File: src/sv/ste_pkg.sv
// Shared types, codes and default sizes of the sparse-table range engine.
package ste_pkg;

    // Default sizes handed to the top-level parameters.
    localparam int MAX_ENTRIES_DEF = 1024;
    localparam int VALUE_WIDTH_DEF = 32;

    // Fixed field widths of the stream payloads.
    localparam int DATA_W    = 32;
    localparam int INDEX_W   = 10;
    localparam int S_TDATA_W = 56;

    // Request kinds carried in s_tuser.
    localparam logic FUNC_LOAD  = 1'b0;
    localparam logic FUNC_QUERY = 1'b1;

    // States of the table build sequencer.
    typedef enum logic [1:0] {
        BLD_IDLE,
        BLD_RUN,
        BLD_GAP
    } bld_state_t;

    // Control and status from the build sequencer to the top level.
    typedef struct packed {
        logic busy;
        logic rd_en;
        logic wr_en;
    } bld_ctl_t;

endpackage

File: src/sv/ste_build.sv
// Build sequencer: fills each level above level 0 of the table from the level below.
module ste_build #(
    parameter int W     = 32,
    parameter int CNT_W = 11,
    parameter int IDX_W = 10,
    parameter int AL_W  = 4,
    parameter int LVL_W = 4
) (
    input  logic                    aclk,
    input  logic                    aresetn,
    input  logic                    start,
    input  logic                    mode,
    input  logic [CNT_W-1:0]        count,
    input  logic [W-1:0]            rd_data_a,
    input  logic [W-1:0]            rd_data_b,
    output ste_pkg::bld_ctl_t       ctl,
    output logic [AL_W+IDX_W-1:0]   rd_addr_a,
    output logic [AL_W+IDX_W-1:0]   rd_addr_b,
    output logic [AL_W+IDX_W-1:0]   wr_addr,
    output logic [W-1:0]            wr_data
);

    localparam int AW = AL_W + IDX_W;

    ste_pkg::bld_state_t state_reg, state_next;
    logic [LVL_W-1:0]    lvl_reg, lvl_next;
    logic [IDX_W-1:0]    idx_reg, idx_next;
    logic                wr_pend_reg, wr_pend_next;
    logic [AW-1:0]       wr_addr_reg, wr_addr_next;
    logic                mode_reg;

    logic [CNT_W:0]      span;
    logic [CNT_W:0]      half;
    logic                level_ok;
    logic                level_end;
    logic [LVL_W-1:0]    lvl_below;
    logic [CNT_W:0]      idx_b;

    // Span of one entry of the current level and of the level below.
    assign span      = (CNT_W+1)'(1) << lvl_reg;
    assign half      = span >> 1;
    assign level_ok  = span <= {1'b0, count};
    assign level_end = (CNT_W+1)'(idx_reg) == ({1'b0, count} - span);
    assign lvl_below = lvl_reg - LVL_W'(1);
    assign idx_b     = (CNT_W+1)'(idx_reg) + half;

    assign rd_addr_a = {lvl_below[AL_W-1:0], idx_reg};
    assign rd_addr_b = {lvl_below[AL_W-1:0], idx_b[IDX_W-1:0]};
    assign wr_addr   = wr_addr_reg;

    // The entry written is the better of the two entries read in the cycle before.
    always_comb begin
        logic a_less;
        a_less = $signed(rd_data_a) < $signed(rd_data_b);
        if (mode_reg) begin
            wr_data = a_less ? rd_data_b : rd_data_a;
        end else begin
            wr_data = a_less ? rd_data_a : rd_data_b;
        end
    end

    // State and counter registers.
    always_ff @(posedge aclk) begin
        if (!aresetn) begin
            state_reg   <= ste_pkg::BLD_IDLE;
            wr_pend_reg <= 1'b0;
        end else begin
            state_reg   <= state_next;
            wr_pend_reg <= wr_pend_next;
        end
    end

    always_ff @(posedge aclk) begin
        lvl_reg     <= lvl_next;
        idx_reg     <= idx_next;
        wr_addr_reg <= wr_addr_next;
        if (start) begin
            mode_reg <= mode;
        end
    end

    // Next state: one read pair per cycle, and the gap state between levels so the
    // last write of a level lands before the next level reads it.
    always_comb begin
        state_next   = state_reg;
        lvl_next     = lvl_reg;
        idx_next     = idx_reg;
        wr_pend_next = 1'b0;
        wr_addr_next = wr_addr_reg;
        ctl.rd_en    = 1'b0;
        ctl.wr_en    = wr_pend_reg;
        ctl.busy     = state_reg != ste_pkg::BLD_IDLE;
        unique case (state_reg)
            ste_pkg::BLD_IDLE: begin
                if (start) begin
                    state_next = ste_pkg::BLD_RUN;
                    lvl_next   = LVL_W'(1);
                    idx_next   = '0;
                end
            end
            ste_pkg::BLD_RUN: begin
                if (!level_ok) begin
                    state_next = ste_pkg::BLD_IDLE;
                end else begin
                    ctl.rd_en    = 1'b1;
                    wr_pend_next = 1'b1;
                    wr_addr_next = {lvl_reg[AL_W-1:0], idx_reg};
                    if (level_end) begin
                        state_next = ste_pkg::BLD_GAP;
                        lvl_next   = lvl_reg + LVL_W'(1);
                        idx_next   = '0;
                    end else begin
                        idx_next = idx_reg + IDX_W'(1);
                    end
                end
            end
            ste_pkg::BLD_GAP: begin
                state_next = ste_pkg::BLD_RUN;
            end
            default: begin
                state_next = ste_pkg::BLD_IDLE;
            end
        endcase
    end

endmodule

File: config.mk
export PLATFORM = sky130hd
export DESIGN_NAME = ste_build
export DESIGN_NICKNAME = d
export VERILOG_FILES = /design/src/sv/ste_pkg.sv /design/src/sv/ste_build.sv
export SDC_FILE = /design/constraint.sdc
export NUM_CORES = 1
export LEC_CHECK = 0
export ABC_CLOCK_PERIOD_IN_PS = 5200
export BUFFER_PORTS_ARGS = -buffer_cell sky130_fd_sc_hd__buf_2
export CAP_MARGIN = 20
export CORE_MARGIN = 1
export CORE_UTILIZATION = 55
export DETAILED_ROUTE_END_ITERATION = 12
export PLACE_DENSITY = 0.86
export RECOVER_POWER = 25
export SLEW_MARGIN = 10
export SYNTH_ARGS = -nofsm -noshare
export SYNTH_HDL_FRONTEND = slang
export SYNTH_SLANG_ARGS = --single-unit
File: constraint.sdc
create_clock -name aclk -period 5.2 [get_ports aclk]
set_input_delay 0.78 -clock aclk [delete_from_list [all_inputs] [get_ports aclk]]
set_output_delay 0.78 -clock aclk [all_outputs]
set_load 0.02 [all_outputs]
==> results.py <==
metrics = {
    "logic_synthesis": {
        "synth-async-reset-ratio": 0,
        "yosys_warnings": 0,
        "synth_top_flop_cell": "edfxtp_1",
        "synth_edf_count": 29,
        "ys_seq_area_frac": 0.1957,
        "yosys.cell_types.count": 61,
        "synth_area_leader_cell": "edfxtp_1",
        "ys_ff_latch": 32,
        "yosys-top-cells-area": "edfxtp_1 18%, ha_1 16%, a22oi_1 9.8%",
        "synth_area_per_cell_um2": 8.616,
        "synthCells": 552,
        "yosys-top-cells-count": "62 x a22oi_1, 60 x ha_1, 60 x inv_1",
        "synth.most_common_cell": "a22oi_1",
        "syn-num-nets": 693,
        "netlist.area_leader.share": 0.1831,
        "synthesis.area_um2": 4756,
    },
    "critical_path": {
        "endpoint_kind": "output port",
        "slowest_stage": "edfxtp_1",
        "r2r_start": "lvl_reg[0]",
        "crit_path_frequent_cell": "inv_1",
        "reg2reg_slack_ps": 1010,
        "r2r-end": "lvl_reg[1]",
        "path_max_fanout": 16,
        "cp-start-kind": "flop",
        "max_stage_delay_ps": 510,
        "timing.reg2reg.worst_path_depth": 13,
        "cp.buffers_inverters": 4,
        "crit_arrival_ps": 3680,
        "path_delay_family": "buffers and inverters",
        "path_cells": "inv_1 -> ha_1 -> and2_1 -> ha_1 -> inv_1 -> fa_1 -> a21oi_1 -> o22ai_1 -> o221ai_2 -> nor2b_1 -> o311ai_2 -> inv_1 -> buf_2",
        "timing_worst_setup_path_type": "reg2out",
        "cp.required_ps": 4420,
    },
    "clocking": {
        "cts_tree": "yes",
        "cts-resized-gates": 0,
        "ctsHoldBuffers": 0,
        "clockBufferDepth": 2,
        "insertion_delay_ps": 290,
        "path_clk_slew_ps": 70,
        "h-tree-depth": 2,
        "cts_made_buffers": 5,
        "postCtsSetupRepairBufs": 0,
        "cts_sinks": 32,
        "ctsRootBufferMaster": "clkbuf_8",
    },
    "route": {
        "drc_errors": 0,
        "ant_nets": 0,
        "drt_first_pass_iters": 5,
        "vias": 4989,
        "wl_um": 13550,
        "vias_per_cell": 6.299,
        "detail_route.wl_per_cell_um": 17.11,
        "drt_iter0_drc": 296,
    },
    "timing": {
        "finalCritPeriodShare": 0.8579,
        "setup_viol": 0,
        "period_minus_slack_ps": 4461,
        "fin_skew_ps": 2.885,
        "worst_slew_pin_slew_ps": 778.3,
        "max_freq_mhz": 224.2,
        "slew_headroom": 0.4811,
        "rsz0062_at_grt": "no",
        "slew_viol_final": 0,
        "hold_viol": 0,
        "hold_ws_ps": 599.3,
        "fin_tns_setup_ps": 0,
    },
    "cells_and_area": {
        "antenna_cells": 0,
        "drive_gt1_frac": 0.2635,
        "multiInputGateArea_um2": 3437,
        "area_growth_pct": 18.57,
        "largest_register_ffs": 14,
        "fillers": 714,
        "seqCellArea_um2": 930.9,
        "nets": 827,
    },
    "die": {
        "row_count": 33,
        "start_util": 0.5730,
        "dieArea_um2": 9023,
        "boundaryPins": 156,
        "die_y_um": 94.99,
        "fp.dieW_um": 94.99,
        "core_um2": 8299,
    },
    "global_routing": {
        "grt_pass1_wl_um": 21270,
        "overflow": 0,
        "grt_start_max_net_pins": 30,
        "grtUsageTotal": 0.2938,
        "grt_pass1_vias": 4741,
        "antenna_found_initial": 0,
    },
    "worst_hold_path": {
        "hold_path.class": "reg2reg",
        "hold_end": "state_reg[0]",
        "holdCritStartpoint": "state_reg[0]",
        "holdPathStages": 2,
    },
    "flow_run": {
        "cap_violations": 0,
    },
    "power_and_ir_drop": {
        "p_leak_nw": 2.688,
        "power_density_nw_per_um2": 230.6,
        "ir_worst_vdd_uv": 223.2,
    },
    "run_status": {
        "status": "complete, no violations",
    },
    "place": {
        "hpwl_um": 10410,
        "routabilityCongestion": 0.9556,
        "io_buffers": 155,
    },
}
[report_power, final]
| group | internal, mW | switching, mW |
|---|---|---|
| Sequential | 0.309 | 0.0320 |
| Combinational | 0.279 | 0.442 |
| Clock | 0.142 | 0.0954 |
| Total | 0.731 | 0.570 |
[area by class of cell]
class	instances	area share
Inverter	60	0.03994
Tap cell	105	0.02330
Timing Repair Buffer	160	0.1431
Sequential cell	32	0.1651
Clock buffer	6	0.01287
Clock inverter	2	0.006213
Multi-Input combinational cell	427	0.6095
[worst min-delay path: stages (launching register included)]
cell and delay [ps]:
dfxtp_1 330, nor2_1 100, o21a_1 130
[worst max path at each step]
stage	start	cells past startpoint	to
4_1_cts	lvl_reg[0]	13	ctl[1]
3_3_place_gp	rd_data_b[13]	12	wr_data[4]
2_1_floorplan	lvl_reg[0]	13	ctl[1]
6_report	lvl_reg[0]	13	ctl[1]
5_1_grt	lvl_reg[0]	13	ctl[1]
3_5_place_dp	rd_data_b[13]	12	wr_data[4]
[stage by stage]
step / total power [mW] / utilization / worst slack (ps) / instance area [um^2] / std cells
floorplan: 0.8502 / - / 1446 / 4756 / 552
detailed placement: 1.059 / 0.6688 / 885.8 / 5550 / 784
global placement: 1.040 / 0.6688 / 989.7 / 5550 / 784
finish: 1.300 / 0.6795 / 738.7 / 5639 / 792
global route: 1.373 / 0.6795 / 425.9 / 5639 / 792
CTS: 1.297 / 0.6817 / 745.4 / 5658 / 792
[logic make-up after synthesis]
logic type | share of synthesized area
and+or+nand+nor | 0.1318
AOI/OAI and AO/OA | 0.2833
buffers and inverters | 0.08366
adders and majority gates | 0.1663
DFF | 0.1957
muxes | 0.07288
xor gates and xnor gates | 0.06630
[layout by cell type, fill, tap and decap left out, drive strengths merged, types with 2 or more instances in the layout]
cell	Yosys	routed
nand4	7	7
ha	60	60
a21oi	32	32
o21a	5	5
a2111oi	3	3
fa	2	2
buf	15	145
o22ai	2	2
a2111o	3	3
or2	4	4
edfxtp	29	29
a21o	5	5
or4	3	3
nand3	13	13
and3	6	6
o211a	2	2
and2	5	5
o221ai	2	2
a22oi	62	62
xnor2	21	21
nor3	7	7
nand2	30	30
xor2	15	15
inv	60	60
o211ai	2	2
nor2	33	33
a221o	29	29
nor2b	4	4
mux2i	29	29
o21bai	2	2
a211oi	2	2
mux2	5	5
clkbuf	18	21
nand2b	5	5
a211o	2	2
o21ai	10	10
a221oi	4	4
nor4	3	3
dfxtp	3	3
[routing by layer]
metal,vias up,wire [um],track usage
met5,-,0,0
met4,0,320,0.1124
met3,29,886,0.03140
met2,247,6727,0.5378
met1,2351,5614,0.3493
li1,2362,-,-
Note: power is estimated with default switching activity, not from simulation.
